**config.mk**
```make
export PLATFORM = sky130hd
export DESIGN_NAME = led_driver_serial_frame_writer
export DESIGN_NICKNAME = d
export VERILOG_FILES = /design/src/sv/ledsw_pkg.sv /design/src/sv/ledsw_frame.sv /design/src/sv/led_driver_serial_frame_writer.sv
export SDC_FILE = /design/constraint.sdc
export NUM_CORES = 1
export LEC_CHECK = 0
export BUFFER_PORTS_ARGS = -buffer_cell sky130_fd_sc_hd__clkbuf_2
export CAP_MARGIN = 20
export CORE_UTILIZATION = 50
export DETAILED_ROUTE_END_ITERATION = 8
export MAX_ROUTING_LAYER = met4
export PLACE_DENSITY = 0.67
export SYNTH_ARGS = -nofsm -noshare
export SYNTH_HDL_FRONTEND = slang
export SYNTH_SLANG_ARGS = --single-unit
```
**constraint.sdc**
```tcl
create_clock -name clk -period 15 [get_ports clk]
set_input_delay 2.25 -clock clk [delete_from_list [all_inputs] [get_ports clk]]
set_output_delay 2.25 -clock clk [all_outputs]
set_load 0.01 [all_outputs]
```
**src/sv/ledsw_pkg.sv**
```systemverilog
package ledsw_pkg;

  localparam int CFG_DATA_W = 5;

  localparam logic [4:0] PHASE_IDLE = 5'd31;

  // Register indexes on the configuration port.
  typedef enum logic {
    REG_CHIP_MODE   = 1'b0,
    REG_FRAME_BYTES = 1'b1
  } reg_index_t;

  typedef enum logic [1:0] {
    ACT_TICK    = 2'd0,
    ACT_WRITE   = 2'd1,
    ACT_FILL    = 2'd2,
    ACT_REFRESH = 2'd3
  } action_t;

  typedef enum logic [3:0] {
    OP_END  = 4'd0,
    OP_STB0 = 4'd1,
    OP_STB1 = 4'd2,
    OP_CLK0 = 4'd3,
    OP_CLK1 = 4'd4,
    OP_DAT0 = 4'd5,
    OP_DAT1 = 4'd6,
    OP_BYTE = 4'd7,
    OP_BUF  = 4'd8
  } op_t;

  typedef struct packed {
    op_t        op;
    logic [7:0] data;
  } entry_t;

  // Pin levels and busy flag, as seen on the result channel.
  typedef struct packed {
    logic clk_pin;
    logic dat_pin;
    logic strobe_pin;
    logic busy;
  } pins_t;

  localparam logic [7:0] CMD_LEAD    = 8'h03;
  localparam logic [7:0] CMD_DATA    = 8'h40;
  localparam logic [7:0] CMD_ADDR    = 8'hC0;
  localparam logic [7:0] CMD_DISPLAY = 8'h80 | 8'h0F;

  // Frame sequence of both variants; a phase past the end reads as the end mark.
  function automatic entry_t seq_entry(input logic mode, input logic [4:0] phase);
    entry_t e;
    e = '{op: OP_END, data: 8'h00};
    if (mode == 1'b0) begin
      case (phase)
        5'd0:    e.op = OP_STB0;
        5'd1:    e = '{op: OP_BYTE, data: CMD_LEAD};
        5'd2:    e.op = OP_STB1;
        5'd3:    e.op = OP_STB0;
        5'd4:    e = '{op: OP_BYTE, data: CMD_DATA};
        5'd5:    e.op = OP_STB1;
        5'd6:    e.op = OP_STB0;
        5'd7:    e = '{op: OP_BYTE, data: CMD_ADDR};
        5'd8:    e.op = OP_BUF;
        5'd9:    e.op = OP_STB1;
        5'd10:   e.op = OP_STB0;
        5'd11:   e = '{op: OP_BYTE, data: CMD_DISPLAY};
        5'd12:   e.op = OP_STB1;
        default: e.op = OP_END;
      endcase
    end else begin
      case (phase)
        5'd0:    e.op = OP_DAT1;
        5'd1:    e.op = OP_CLK1;
        5'd2:    e.op = OP_DAT0;
        5'd3:    e.op = OP_CLK0;
        5'd4:    e = '{op: OP_BYTE, data: CMD_DATA};
        5'd5:    e.op = OP_DAT0;
        5'd6:    e.op = OP_CLK1;
        5'd7:    e.op = OP_DAT1;
        5'd8:    e.op = OP_DAT0;
        5'd9:    e.op = OP_CLK0;
        5'd10:   e = '{op: OP_BYTE, data: CMD_ADDR};
        5'd11:   e.op = OP_BUF;
        5'd12:   e.op = OP_DAT0;
        5'd13:   e.op = OP_CLK1;
        5'd14:   e.op = OP_DAT1;
        5'd15:   e.op = OP_DAT0;
        5'd16:   e.op = OP_CLK0;
        5'd17:   e = '{op: OP_BYTE, data: CMD_DISPLAY};
        5'd18:   e.op = OP_DAT0;
        5'd19:   e.op = OP_CLK1;
        5'd20:   e.op = OP_DAT1;
        default: e.op = OP_END;
      endcase
    end
    return e;
  endfunction

endpackage

```
**src/sv/ledsw_frame.sv**
```systemverilog
module ledsw_frame import ledsw_pkg::*; #(
  parameter int BUFFER_BYTES = 16,
  localparam int IdxW = (BUFFER_BYTES > 1) ? $clog2(BUFFER_BYTES) : 1,
  localparam int CntW = $clog2(BUFFER_BYTES + 1)
) (
  input  logic            clk,
  input  logic            rst,
  input  logic            step,
  input  action_t         action,
  input  logic            chip_mode,
  input  logic [CntW-1:0] send_count,
  input  logic [7:0]      buf_byte,
  output logic [IdxW-1:0] buf_addr,
  output pins_t           pins_now,
  output pins_t           pins_next
);

  logic [4:0]      phase;
  logic [CntW-1:0] byte_counter;
  logic [2:0]      bit_counter;
  logic [1:0]      bit_substep;
  logic            clock_level;
  logic            data_level;
  logic            strobe_level;

  logic [4:0]      phase_next;
  logic [CntW-1:0] byte_counter_next;
  logic [2:0]      bit_counter_next;
  logic [1:0]      bit_substep_next;
  logic            clock_level_next;
  logic            data_level_next;
  logic            strobe_level_next;

  assign buf_addr = byte_counter[IdxW-1:0];

  always_comb begin
    entry_t     e0;
    entry_t     e;
    entry_t     e_after;
    logic       skip;
    logic       advance;
    logic       stop;
    logic [4:0] ph;
    logic [7:0] byte_v;

    phase_next        = phase;
    byte_counter_next = byte_counter;
    bit_counter_next  = bit_counter;
    bit_substep_next  = bit_substep;
    clock_level_next  = clock_level;
    data_level_next   = data_level;
    strobe_level_next = strobe_level;

    e0      = seq_entry(chip_mode, phase);
    skip    = (e0.op == OP_BUF) && (byte_counter >= send_count);
    ph      = skip ? phase + 5'd1 : phase;
    e       = seq_entry(chip_mode, ph);
    byte_v  = (e.op == OP_BUF) ? buf_byte : e.data;
    advance = 1'b0;
    stop    = 1'b0;
    e_after = seq_entry(chip_mode, ph + 5'd1);

    if (step && action == ACT_REFRESH && phase == PHASE_IDLE) begin
      phase_next        = 5'd0;
      byte_counter_next = '0;
      bit_counter_next  = 3'd0;
      bit_substep_next  = 2'd0;
    end else if (step && action == ACT_TICK && phase != PHASE_IDLE) begin
      if (e0.op == OP_END) begin
        phase_next = PHASE_IDLE;
      end else begin
        // A buffer section with no bytes left to send is skipped in the same tick.
        phase_next = ph;
        if (skip) begin
          byte_counter_next = '0;
          bit_counter_next  = 3'd0;
          bit_substep_next  = 2'd0;
        end
        case (e.op)
          OP_STB0: begin strobe_level_next = 1'b0; advance = 1'b1; end
          OP_STB1: begin strobe_level_next = 1'b1; advance = 1'b1; end
          OP_CLK0: begin clock_level_next = 1'b0; advance = 1'b1; end
          OP_CLK1: begin clock_level_next = 1'b1; advance = 1'b1; end
          OP_DAT0: begin data_level_next = 1'b0; advance = 1'b1; end
          OP_DAT1: begin data_level_next = 1'b1; advance = 1'b1; end
          OP_BYTE, OP_BUF: begin
            if (bit_substep_next == 2'd0) begin
              data_level_next  = byte_v[bit_counter_next];
              bit_substep_next = 2'd1;
            end else if (bit_substep_next == 2'd1) begin
              clock_level_next = 1'b1;
              bit_substep_next = 2'd2;
            end else begin
              clock_level_next = 1'b0;
              bit_substep_next = 2'd0;
              if (bit_counter_next == 3'd7) begin
                bit_counter_next = 3'd0;
                if (e.op == OP_BUF) begin
                  byte_counter_next = byte_counter_next + CntW'(1);
                end else begin
                  advance = 1'b1;
                end
              end else begin
                bit_counter_next = bit_counter_next + 3'd1;
              end
            end
          end
          default: stop = 1'b1;
        endcase
        if (advance) begin
          phase_next        = ph + 5'd1;
          byte_counter_next = '0;
          bit_counter_next  = 3'd0;
          bit_substep_next  = 2'd0;
        end
        // The frame ends on the tick that makes the last pin change.
        if (stop) begin
          phase_next = PHASE_IDLE;
        end else if (advance && e_after.op == OP_END) begin
          phase_next = PHASE_IDLE;
        end else if (!advance && e.op == OP_END) begin
          phase_next = PHASE_IDLE;
        end
      end
    end
  end

  always_ff @(posedge clk) begin
    if (rst) begin
      phase        <= PHASE_IDLE;
      byte_counter <= '0;
      bit_counter  <= 3'd0;
      bit_substep  <= 2'd0;
      clock_level  <= 1'b1;
      data_level   <= 1'b1;
      strobe_level <= 1'b1;
    end else begin
      phase        <= phase_next;
      byte_counter <= byte_counter_next;
      bit_counter  <= bit_counter_next;
      bit_substep  <= bit_substep_next;
      clock_level  <= clock_level_next;
      data_level   <= data_level_next;
      strobe_level <= strobe_level_next;
    end
  end

  assign pins_now = '{clk_pin: clock_level, dat_pin: data_level,
                      strobe_pin: strobe_level, busy: phase != PHASE_IDLE};
  assign pins_next = '{clk_pin: clock_level_next, dat_pin: data_level_next,
                       strobe_pin: strobe_level_next, busy: phase_next != PHASE_IDLE};

endmodule

```
**src/sv/led_driver_serial_frame_writer.sv**
```systemverilog
// Pins update in one pass; each result word is registered into the output buffer.
// Throughput: one input word per cycle unless the output buffer is full.
// A two-word output buffer lets the input side keep going while a result waits.
// Reset (rst, synchronous): display buffer zero, frame idle, all pins high,
// chip_mode 1, frame_bytes 16, output buffer empty.
module led_driver_serial_frame_writer import ledsw_pkg::*; #(
  parameter int BUFFER_BYTES = 16
) (
  input  logic                  clk,
  input  logic                  rst,
  input  logic                  in_valid,
  output logic                  in_ready,
  input  logic [1:0]            action,
  input  logic [3:0]            index,
  input  logic [7:0]            value,
  output logic                  out_valid,
  input  logic                  out_ready,
  output logic                  clk_pin,
  output logic                  dat_pin,
  output logic                  strobe_pin,
  output logic                  busy_res,
  input  logic                  cfg_we,
  input  logic                  cfg_index,
  input  logic [CFG_DATA_W-1:0] cfg_data
);

  localparam int IdxW = (BUFFER_BYTES > 1) ? $clog2(BUFFER_BYTES) : 1;
  localparam int CntW = $clog2(BUFFER_BYTES + 1);

  logic            chip_mode;
  logic [4:0]      frame_bytes;
  logic [7:0]      display_buffer [BUFFER_BYTES];
  logic [CntW-1:0] send_count;
  logic [IdxW-1:0] buf_addr;
  logic            push;
  logic            pop;
  action_t         act;
  pins_t           pins_now;
  pins_t           pins_next;
  pins_t           q0;
  pins_t           q1;
  logic [1:0]      count;

  assign act      = action_t'(action);
  assign in_ready = (count != 2'd2);
  assign push     = in_valid && in_ready;
  assign pop      = out_valid && out_ready;

  always_ff @(posedge clk) begin
    if (rst) begin
      chip_mode   <= 1'b1;
      frame_bytes <= 5'd16;
    end else if (cfg_we) begin
      case (reg_index_t'(cfg_index))
        REG_CHIP_MODE:   chip_mode   <= cfg_data[0];
        REG_FRAME_BYTES: frame_bytes <= cfg_data[4:0];
        default: ;
      endcase
    end
  end

  assign send_count = (32'(frame_bytes) > BUFFER_BYTES) ? CntW'(BUFFER_BYTES)
                                                        : CntW'(frame_bytes);

  always_ff @(posedge clk) begin
    if (rst) begin
      for (int i = 0; i < BUFFER_BYTES; i++) begin
        display_buffer[i] <= 8'h00;
      end
    end else if (push && act == ACT_WRITE) begin
      if (32'(index) < BUFFER_BYTES) begin
        display_buffer[IdxW'(index)] <= value;
      end
    end else if (push && act == ACT_FILL) begin
      for (int i = 0; i < BUFFER_BYTES; i++) begin
        display_buffer[i] <= (value == 8'd1) ? 8'hFF : 8'h00;
      end
    end
  end

  ledsw_frame #(
    .BUFFER_BYTES(BUFFER_BYTES)
  ) u_frame (
    .clk       (clk),
    .rst       (rst),
    .step      (push),
    .action    (act),
    .chip_mode (chip_mode),
    .send_count(send_count),
    .buf_byte  (display_buffer[buf_addr]),
    .buf_addr  (buf_addr),
    .pins_now  (pins_now),
    .pins_next (pins_next)
  );

  // Two-word result buffer; q0 is the head.
  always_ff @(posedge clk) begin
    if (rst) begin
      count <= 2'd0;
    end else begin
      case ({push, pop})
        2'b10: count <= count + 2'd1;
        2'b01: count <= count - 2'd1;
        default: ;
      endcase
    end
  end

  always_ff @(posedge clk) begin
    case ({push, pop})
      2'b10: begin
        if (count == 2'd0) q0 <= pins_next;
        else q1 <= pins_next;
      end
      2'b01: q0 <= q1;
      2'b11: begin
        if (count == 2'd1) begin
          q0 <= pins_next;
        end else begin
          q0 <= q1;
          q1 <= pins_next;
        end
      end
      default: ;
    endcase
  end

  assign out_valid  = (count != 2'd0);
  assign clk_pin    = q0.clk_pin;
  assign dat_pin    = q0.dat_pin;
  assign strobe_pin = q0.strobe_pin;
  assign busy_res   = q0.busy;

`ifndef SYNTH
  a_stall_means_pending: assert property (@(posedge clk) disable iff (rst)
    !in_ready |-> out_valid)
    else $error("input stalled with no result pending");

  a_second_word_kept: assert property (@(posedge clk) disable iff (rst)
    (count == 2'd2 && pop && !push) |=> out_valid)
    else $error("buffered result lost after a pop");

  a_idle_holds: assert property (@(posedge clk) disable iff (rst)
    (!pins_now.busy && !(push && act == ACT_REFRESH)) |=> !pins_now.busy)
    else $error("frame started without a refresh");

  a_idle_pins_hold: assert property (@(posedge clk) disable iff (rst)
    (!pins_now.busy && push) |-> (pins_next.clk_pin == pins_now.clk_pin &&
                                  pins_next.dat_pin == pins_now.dat_pin &&
                                  pins_next.strobe_pin == pins_now.strobe_pin))
    else $error("pins moved while no frame was running");
`endif

endmodule
```
* Word level (Yosys, flattened, before mapping)
Memories as Yosys holds them, arrays and structs flattened. A register that Yosys moved wholly into a read port is not among the register bits. Cells that the tools add are included.
Word-level totals: flip-flop bits (word level) 34, latch bits 0, bits in writable memories 128, bits in read-only memories 0, input bits 25, output and inout bits 6, logic and storage cells 310, memories kept 1
Operators by class: add/subtract/negate cells 6, multipliers 0, div/mod/pow operators 0, magnitude comparators 3, equality and inequality tests 86, shift-type cells 0, mux-type cells 119, bitwise operators 18, reduce and logical (&&, ||, !) cells 59
Memories:
- display_buffer | depth 16, bits a word 8, rd ports 1, clocked after memory_dff 1, wr ports 16, line led_driver_serial_frame_writer.sv:32 | logic [7:0] display_buffer [BUFFER_BYTES];
Operators by type and width (number):
- $mux 8 | 19
- $eq 5x4->1 const B | 24
- $pmux 8 s4 | 3
- $mux 5 | 19
- $eq 5x5->1 const B | 16
- $pmux 4 s6 | 3
- $pmux 8 s3 | 3
- $eq 5x3->1 const B | 12
- $reduce_or 4->1 | 15
- $pmux 4 s4 | 3
- $mux 12 | 3
- $mux 1 | 34
- $eq 5x2->1 const B | 6
- $mux 4 | 7
- $mux 3 | 9
- $reduce_or 6->1 | 4
- $reduce_or 3->1 | 6
- $eq 4x3->1 const B | 4
- $mux 2 | 8
- $or 1x1->1 | 16
- $reduce_or 8->1 | 2
- $add 5x1->5 const B | 3
- $eq 5x1->1 const B | 3
- $logic_not 5->1 | 3
- 31 further kinds | 66

* Depth between registers and ports, before layout
Gate-level depths: netlist of run 1.
word-level depth 31, depth in mapped cells 25

* Hierarchy
A second synthesis of run 1 with hierarchy kept.
Second synthesis, totals: cell total of the unflattened synthesis 855, area total of the unflattened synthesis 9769.4 um^2
By module, submodules not included:
- led_driver_serial_frame_writer | times used 1, cells each 493, area an instance 7188.1 um^2, sequential area each 4244.1 um^2
- ledsw_frame | times used 1, cells each 362, area an instance 2581.2 um^2, sequential area each 360.3 um^2

* Worst setup path after synthesis of run 1
Ideal clock, no wire load.
kind reg2reg, start point register u_frame.phase[0], end point register q0, in the netlist busy_res (data pin), setup time 0.261 ns, data arrival time 5.173 ns, data required time 14.739 ns, slack 9.566 ns, stages on the path, launching flop included 24, path buffers 3, path through dfxtp_1 -> inv_1 -> ha_1 -> or3_1 -> a221o_1 -> a21oi_2 -> o211ai_1 -> buf_2 -> mux2i_1 -> inv_1 -> ha_1 -> clkbuf_1 -> mux2_2 -> nand2_1 -> o211ai_1 -> a221o_1 -> a2111oi_1 -> o211ai_2 -> buf_6 -> nand2_1 -> o2bb2ai_1 -> nor4_1 -> nand3_1 -> a221o_1
RTL lines:
- start, declared | line ledsw_frame.sv:18 | logic [4:0] phase;
- start signal, assigned | line ledsw_frame.sv:138 | phase <= phase_next;
- end signal, assigned | line led_driver_serial_frame_writer.sv:112 | if (count == 2'd0) q0 <= pins_next;
- end signal, assigned | line led_driver_serial_frame_writer.sv:115 | 2'b01: q0 <= q1;
- end signal, assigned | line led_driver_serial_frame_writer.sv:118 | q0 <= pins_next;
- end, declared | line led_driver_serial_frame_writer.sv:40 | pins_t q0;

==> flow_summary.json, run 1 <==
{
  "async_reset_ff_frac": 0,
  "path_cells": "mux2_1, a221o_1, a21oi_2, o211a_1, xnor2_1, inv_1, ha_1, mux2_2, nand2_1, o211ai_1, a221o_1, a2111oi_1, o211ai_2, xor2_1, nor4b_1, nor4_1, nand3_1, a221o_1",
  "startpoint_type": "flip-flop",
  "worst_pin_slew_ns": 1.06,
  "drt_iter0_markers": 672,
  "insertion_delay_ns": 0.42,
  "fin_worst_skew_ns": 0.0125,
  "first_pass_iters": 5,
  "maxCapViolations": 0,
  "grt_util_all_layers": 0.265,
  "placed_area_sq_mm": 0.00974,
  "path_clk_slew_ns": 0.06,
  "coreArea_sq_mm": 0.0182,
  "synthFlopType": "edfxtp_1",
  "synthTopCellsByArea": "edfxtp_1, a21o_1, mux4_2",
  "core.rowCount": 49,
  "hp-class": "flip-flop to flip-flop",
  "syn_area_sq_mm": 0.00942,
  "drive_gt1_frac": 0.168,
  "synth_cell_types": 74,
  "die_x_um": 139,
  "insertedDiodeCount": 0,
  "wl_per_cell_um": 22.1,
  "finalCriticalPeriod_ns": 6.34,
  "start_util": 0.517,
  "drc": 0,
  "io_pins": 31,
  "yosysSeqAreaShare": 0.498,
  "power.total_mw": 1.21,
  "register_area_sq_mm": 0.00469,
  "multi_input_area_sq_mm": 0.00441,
  "synth_top_area_frac": 0.434,
  "grt_max_degree": 81,
  "finalInstanceArea_sq_mm": 0.0104,
  "cts_sinks": 166,
  "ys_seq_elements": 166,
  "rsz0062_at_grt": "no",
  "cts_hold_buf": 0,
  "place_congestion": 0.909,
  "syn_area_per_cell_sq_um": 11.6,
  "hold_violations": 0,
  "grt_pass1_wl_um": 38400,
  "setup_viol": 0,
  "syn_inst": 813,
  "status": "complete, no violations",
  "finalSetupTns_ns": 0,
  "synth_common_cells": "edfxtp_1, a21o_1, nor2_1",
  "num_vias": 6805,
  "critical_path.top_delay_family": "compound AO/OA/AOI/OAI gates",
  "fillCellCount": 1475,
  "synth.largest_area_cell": "edfxtp_1",
  "die_area_sq_mm": 0.0194,
  "vdd_ir_drop_max_v": 0.0000817,
  "avgViaCountPerCell": 6.37,
  "tritoncts": "built",
  "first_global_vias": 7031,
  "cts_inserted_buffers": 17,
  "cts.repair.resized": 0,
  "detailed_place_hpwl_um": 16300,
  "crit_type": "flip-flop to flip-flop",
  "crit_path_max_incr_delay_ns": 0.84,
  "synth_nets": 864,
  "postRouteAntennaNets": 0,
  "clock_path_buffers": 2,
  "crit_buf_inv": 1,
  "synth_edf_count": 136,
  "power.density_mw_per_mm2": 116,
  "root_buffer": "clkbuf_16",
  "cts_setup_buffers": 0,
  "yosysMostFrequentCell": "edfxtp_1",
  "fmax_mhz": 158,
  "antenna_found_initial": 0,
  "die_h_um": 139,
  "grt_overflow": 0,
  "slew_violations": 0,
  "port_buffers": 30,
  "cp_slowest_cell": "dfxtp_1",
  "cpMostUsedCell": "a221o_1",
  "cp-end-kind": "flip-flop",
  "period_share": 0.423,
  "drt-total-wl_um": 23600,
  "ys.warnings.count": 0,
  "cts.htree.levels": 4,
  "crit_required_ns": 15.17,
  "crit_arrival_ns": 6.51,
  "syn2layout_area_growth_pct": 10.5,
  "nets": 878,
  "cp_max_fo": 22,
  "p_leak_nw": 4.97,
  "relSlewSlack": 0.285
}
==> cell type report <==
class	instances	share of cell area
repair buffers	51	0.0286
multi-input cells	564	0.424
clock inverters	14	0.0190
well taps	229	0.0276
clock buffers	17	0.0409
inverters	27	0.00974
flip-flops and latches	166	0.451
==> flip-flops by register name, summed over array words and instances, names as in the netlist, named ones only <==
name,flops
busy_res,1
chip_mode,1
clk_pin,1
count,2
dat_pin,1
display_buffer,128
frame_bytes,5
q1,4
strobe_pin,1
u_frame.bit_counter,3
u_frame.bit_substep,2
u_frame.byte_counter,5
u_frame.clock_level,1
u_frame.data_level,1
u_frame.phase,5
u_frame.strobe_level,1
==> cells in the final DEF (no fill, tap or decap), drive strengths merged, types with 5 or more instances in the layout <==
master / synthesis / routed
o211ai: 7 / 7
nor2b: 8 / 8
dfxtp: 30 / 30
nor2: 62 / 62
nand2b: 13 / 13
a211oi: 5 / 5
mux4: 41 / 41
nor3: 15 / 15
clkbuf: 41 / 49
a31oi: 9 / 9
nand2: 50 / 50
clkinv: 0 / 5
a21oi: 25 / 25
a21o: 134 / 134
buf: 15 / 19
nand3: 17 / 17
a22oi: 6 / 6
nand4: 5 / 5
or2: 6 / 6
o21ai: 40 / 40
and3: 8 / 8
ha: 26 / 26
nor4: 5 / 5
inv: 27 / 31
o21a: 6 / 6
mux2i: 9 / 9
edfxtp: 136 / 136
==> routing by layer <==
| metal | global-route usage | up-vias | routed length, um |
|---|---|---|---|
| met5 | - | - | 0 |
| met3 | 0.0313 | 29 | 1230 |
| met4 | 0.0895 | 0 | 378 |
| met2 | 0.459 | 248 | 12300 |
| met1 | 0.322 | 3382 | 9660 |
| li1 | - | 3146 | - |
==> where the power goes <==
part / internal (mW) / leakage, nW / switching (mW) / total [mW]
Combinational: 0.0705 / 3.02 / 0.124 / 0.195
Clock: 0.280 / 0.303 / 0.182 / 0.463
Sequential: 0.536 / 1.65 / 0.0169 / 0.553
==> worst register-to-register path: cells and delay by family (launching register included) <==
family	cells	cell delay, ns
AO/OA/AOI/OAI	8	2.70
flip-flops	1	0.84
AND/OR/NAND/NOR	4	0.78
multiplexers	2	0.70
XOR/XNOR	2	0.58
adder cells (fa/ha/maj)	1	0.35
buffers and inverters	1	0.15
==> stage by stage <==
stage / instances / setup WS (ns) / hold slack [ns] / utilization
6_report: 1068 / 8.66 / 0.471 / 0.571
3_5_place_dp: 1031 / 8.75 / 0.458 / 0.535
4_1_cts: 1062 / 8.73 / 0.475 / 0.569
3_3_place_gp: 1030 / 9.04 / 0.444 / 0.535
5_1_grt: 1068 / 8.16 / 0.496 / 0.571
2_1_floorplan: 813 / 9.57 / 0.432 / -
==> path summary, 6_finish.rpt <==
| check | endpoint | slack [ns] | cells past startpoint | start |
|---|---|---|---|---|
| setup / recovery | busy_res | 8.66 | 18 | u_frame.phase[3] |
| hold / removal | frame_bytes[0] | 0.47 | 2 | frame_bytes[0] |
| setup reg to reg | busy_res | 8.66 | 18 | u_frame.phase[3] |
| hold reg to reg | frame_bytes[0] | 0.47 | 2 | frame_bytes[0] |
==> cell families (layout without fill, tap and decap cells) <==
logic type | after synthesis | count (layout) | share of synthesized area
AOI/OAI and AO/OA | 272 | 272 | 0.208
xor gates and xnor gates | 5 | 5 | 0.00465
adders and majority gates | 26 | 26 | 0.0346
buffers and inverters | 83 | 109 | 0.0351
DFF | 166 | 166 | 0.498
muxes | 54 | 54 | 0.112
and+or+nand+nor | 207 | 207 | 0.108
Note: power is estimated with default switching activity, not from simulation.
==> run 2: changes to the inputs <==
clock period = 6.6 ns   (was 15 ns; I/O delays follow)
==> flow_summary.json, run 2 (synthesis gave the netlist of run 1 again) <==
{
  "status": "complete, no violations",
  "register_area_sq_mm": 0.00469,
  "syn2layout_area_growth_pct": 10.2,
  "critical_path.top_delay_family": "compound AO/OA/AOI/OAI gates",
  "drt-total-wl_um": 23700,
  "fmax_mhz": 163,
  "port_buffers": 30,
  "wl_per_cell_um": 22.1,
  "fillCellCount": 1512,
  "maxUsedRoutingLayer": "met4",
  "layout_commonest_cell": "edfxtp_1",
  "path_clk_slew_ns": 0.07,
  "nets": 882,
  "vdd_ir_drop_max_v": 0.000185,
  "fin_worst_skew_ns": 0.0149,
  "die_area_sq_mm": 0.0194,
  "finalInstanceArea_sq_mm": 0.0104,
  "start_util": 0.517,
  "maxCapViolations": 0,
  "clock_path_buffers": 2,
  "root_buffer": "clkbuf_16",
  "power.density_mw_per_mm2": 258,
  "slew_violations": 0,
  "crit_buf_inv": 2,
  "place_congestion": 0.930,
  "die_x_um": 139,
  "crit_required_ns": 6.77,
  "dpl.cell_count": 1034,
  "crit_path_end": "busy_res",
  "tritoncts": "built",
  "cp-startpoint": "u_frame.phase[0]",
  "largest_reg_flops": 128,
  "worst_pin_slew_ns": 1.11,
  "io_pins": 31,
  "first_pass_iters": 5,
  "cts.htree.levels": 4,
  "die_h_um": 139,
  "coreArea_sq_mm": 0.0182,
  "finalSetupTns_ns": 0,
  "wl_met2_um": 12300,
  "rsz0062_at_grt": "no",
  "relSlewSlack": 0.258,
  "rr_startpoint": "u_frame.phase[0]",
  "cts_sinks": 166,
  "startpoint_type": "flip-flop",
  "crit_arrival_ns": 6.30,
  "grt_max_degree": 81,
  "path_cells": "inv_1, ha_1, or3_1, a221o_1, a21oi_2, o211a_1, xnor2_1, inv_1, ha_1, mux2_2, nand2_1, o211ai_1, a221o_1, a2111oi_1, o211ai_2, xor2_1, nor4b_1, nor4_1, nand3_1, a221o_1",
  "detailed_place_hpwl_um": 16400,
  "p_leak_nw": 4.97,
  "drc": 0,
  "avgViaCountPerCell": 6.43,
  "cp.depth": 20,
  "wl_met3_um": 1190,
  "finalCriticalPeriod_ns": 6.13,
  "hold_violations": 0,
  "power.total_mw": 2.67,
  "placed_area_sq_mm": 0.00976,
  "cp_max_fo": 15,
  "insertion_delay_ns": 0.43,
  "grt_pass1_wl_um": 37800,
  "regMostFlops": "display_buffer",
  "rr_worst_depth": 20,
  "crit_type": "flip-flop to flip-flop",
  "multi_input_area_sq_mm": 0.00441,
  "cts_hold_buf": 0,
  "met1_length_um": 9660,
  "layoutNonFillerInstCount": 1073,
  "period_share": 0.928,
  "regToRegSetupSlack_ns": 0.47,
  "crit_path_max_incr_delay_ns": 0.51,
  "cts_inserted_buffers": 17,
  "first_global_vias": 6943,
  "grt_overflow": 0,
  "cp-end-kind": "flip-flop",
  "core.rowCount": 49,
  "setup_viol": 0,
  "drt_iter0_markers": 597,
  "hp-class": "flip-flop to flip-flop",
  "cp_slowest_cell": "a2111oi_1",
  "r2r_end": "busy_res",
  "insertedDiodeCount": 0,
  "drive_gt1_frac": 0.173,
  "layout_common_cells": "edfxtp_1, a21o_1, nor2_1, nand2_1, mux4_2",
  "num_vias": 6897,
  "postRouteAntennaNets": 0,
  "antenna_found_initial": 0,
  "cpMostUsedCell": "a221o_1",
  "grt_util_all_layers": 0.262
}
-- run 2: area by class of cell --
class / count / area share
timing repair buffer: 55 / 0.0318
clock inverter: 14 / 0.0135
clock buffer: 18 / 0.0414
inverter: 27 / 0.00976
sequential: 166 / 0.451
multi-input combinational: 564 / 0.424
tap: 229 / 0.0276
-- run 2: layer usage --
metal | track usage | vias up
met5 | - | -
met2 | 0.444 | 251
met1 | 0.315 | 3443
met4 | 0.107 | 0
li1 | - | 3166
met3 | 0.0392 | 37
-- run 2: report_power, final --
part,internal (mW),leakage (nW),switching [mW],total [mW]
Sequential,1.22,1.65,0.0323,1.25
Combinational,0.162,3.04,0.289,0.451
Clock,0.533,0.281,0.440,0.973
-- run 2: repair_timing --
item	in CTS	in global routing
gates resized for setup	0	1
setup buffers	0	0
setup endpoints to repair	0	1
-- run 2: stage by stage --
stage,hold WS [ns],setup WS (ns),utilization
finish,0.478,0.475,0.570
global route,0.499,0.0898,0.570
CTS,0.481,0.422,0.568
detailed placement,0.461,0.472,0.536
global placement,0.450,0.786,0.536
floorplan,0.432,1.17,-
-- run 2: how the worst min path moves through the flow --
stage / depth (start not counted) / startpoint / slack [ns] / to
5_1_grt: 2 / frame_bytes[1] / 0.50 / frame_bytes[1]
3_3_place_gp: 2 / frame_bytes[0] / 0.45 / frame_bytes[0]
3_5_place_dp: 2 / frame_bytes[0] / 0.46 / frame_bytes[0]
4_1_cts: 2 / frame_bytes[0] / 0.48 / frame_bytes[0]
6_report: 2 / frame_bytes[1] / 0.48 / frame_bytes[1]
2_1_floorplan: 2 / frame_bytes[0] / 0.43 / frame_bytes[0]
-- run 2: worst min-delay path: stages (launching register included) --
cell and delay (ns):
dfxtp_1 0.32, nand2_1 0.05, a21oi_1 0.06
==> run 3: changes to the inputs <==
SYNTH_HIERARCHICAL = 1   (was unset)
==> flow_summary.json, run 3 <==
{
  "avgViaCountPerCell": 6.30,
  "detailed_place_hpwl_um": 16400,
  "rsz0062_at_grt": "no",
  "hold_violations": 0,
  "die_h_um": 142,
  "drt-total-wl_um": 23500,
  "fillCellCount": 1607,
  "cts_inserted_buffers": 17,
  "insertedDiodeCount": 0,
  "drive_gt1_frac": 0.150,
  "grt_pass1_wl_um": 38000,
  "fmax_mhz": 163,
  "relSlewSlack": 0.450,
  "rr_worst_depth": 23,
  "final_util": 0.559,
  "largest_reg_flops": 128,
  "cp-startpoint": "u_frame/phase[1]",
  "core.rowCount": 50,
  "slew_violations": 0,
  "regMostFlops": "display_buffer",
  "path_clk_slew_ns": 0.07,
  "wl_per_cell_um": 21.0,
  "met1_length_um": 9790,
  "rr_startpoint": "u_frame/phase[1]",
  "cts_sinks": 162,
  "maxUsedRoutingLayer": "met4",
  "setup_viol": 0,
  "grt_overflow": 0,
  "grt_max_degree": 81,
  "grt_util_all_layers": 0.257,
  "syn_inst": 851,
  "power.density_mw_per_mm2": 252,
  "ys.warnings.count": 6,
  "cp-end-kind": "flip-flop",
  "crit_required_ns": 6.78,
  "cts.htree.levels": 4,
  "startpoint_type": "flip-flop",
  "layout_common_cells": "edfxtp_1, o21ai_0, nand2_1, mux2i_1, a21oi_1",
  "status": "complete, no violations",
  "tritoncts": "built",
  "num_vias": 7054,
  "drt_iter0_markers": 630,
  "cts_setup_buffers": 0,
  "die_area_sq_mm": 0.0200,
  "worst_pin_slew_ns": 0.821,
  "cts.repair.resized": 0,
  "die_x_um": 142,
  "root_buffer": "clkbuf_16",
  "finalSetupTns_ns": 0,
  "p_leak_nw": 4.45,
  "cp_max_fo": 10,
  "coreArea_sq_mm": 0.0189,
  "syn2layout_area_growth_pct": 8.49,
  "postRouteAntennaNets": 0,
  "crit_arrival_ns": 6.31,
  "nets": 895,
  "hp-class": "flip-flop to flip-flop",
  "r2r_end": "busy_res",
  "synth_nets": 899,
  "port_buffers": 30,
  "maxCapViolations": 0,
  "layout_commonest_cell": "edfxtp_1",
  "syn_area_sq_mm": 0.00974,
  "vdd_ir_drop_max_v": 0.000204,
  "drc": 0,
  "crit_type": "flip-flop to flip-flop",
  "place_congestion": 0.896,
  "first_global_vias": 6866,
  "clock_path_buffers": 2,
  "first_pass_iters": 5,
  "antenna_found_initial": 0,
  "wl_met2_um": 12000,
  "wl_met3_um": 1190,
  "insertion_delay_ns": 0.43,
  "finalCriticalPeriod_ns": 6.13,
  "io_pins": 31,
  "crit_path_end": "busy_res",
  "cts_hold_buf": 0,
  "start_util": 0.516,
  "syn_area_per_cell_sq_um": 11.4,
  "fin_worst_skew_ns": 0.0111,
  "regToRegSetupSlack_ns": 0.47,
  "period_share": 0.929
}
[run 3: critical path, stage by stage (launching register included)]
cell,delay (ns)
dfxtp_1,0.43
ha_1,0.44
nor2b_1,0.26
o2111a_1,0.30
o22ai_2,0.13
a32oi_4,0.37
nor2_1,0.12
xnor2_1,0.28
inv_1,0.12
ha_1,0.34
nand3_1,0.23
nand2_1,0.18
o41ai_1,0.34
nand3_1,0.30
a21oi_1,0.32
a211oi_2,0.13
a211oi_4,0.41
nand2_1,0.11
xnor2_1,0.15
o31ai_1,0.27
nand4_1,0.19
mux2_2,0.32
nand2_1,0.07
nand2_1,0.05
[run 3: worst min path at each step]
stage,endpoint,cells past startpoint,slack (ns),start
detailed placement,frame_bytes[0],2,0.45,frame_bytes[0]
global placement,frame_bytes[2],2,0.45,frame_bytes[2]
CTS,frame_bytes[1],2,0.46,frame_bytes[1]
finish,frame_bytes[1],2,0.46,frame_bytes[1]
global route,frame_bytes[0],2,0.47,frame_bytes[0]
floorplan,frame_bytes[0],2,0.43,frame_bytes[0]
[run 3: stage by stage]
stage,setup slack [ns],cells,total power [mW],area (sq um),hold WS [ns]
after CTS,0.545,1119,2.67,10500,0.461
after floorplan,1.21,851,1.57,9740,0.432
after global placement,0.707,1087,1.69,9960,0.447
final,0.466,1120,2.67,10600,0.460
after detailed placement,0.568,1087,1.71,9960,0.451
after global routing,0.0321,1120,2.78,10600,0.474
[run 3: power by group]
part | switching, mW | total (mW) | internal [mW]
combinational | 0.296 | 0.465 | 0.169
sequential | 0.0318 | 1.23 | 1.19
clock | 0.469 | 0.977 | 0.508
[run 3: area by class of cell]
type	count	area, sq um	share of cell area
Clock inverter	15	158	0.0149
Inverter	35	131	0.0124
Multi-Input combinational cell	586	4660	0.441
Sequential cell	162	4610	0.436
Tap cell	260	325	0.0308
Clock buffer	17	425	0.0402
Timing Repair Buffer	45	263	0.0249
[run 3: layer usage]
| layer | up-vias | global-route usage |
|---|---|---|
| met5 | - | - |
| met4 | 0 | 0.0877 |
| met3 | 41 | 0.0439 |
| met2 | 242 | 0.429 |
| met1 | 3513 | 0.317 |
| li1 | 3258 | - |
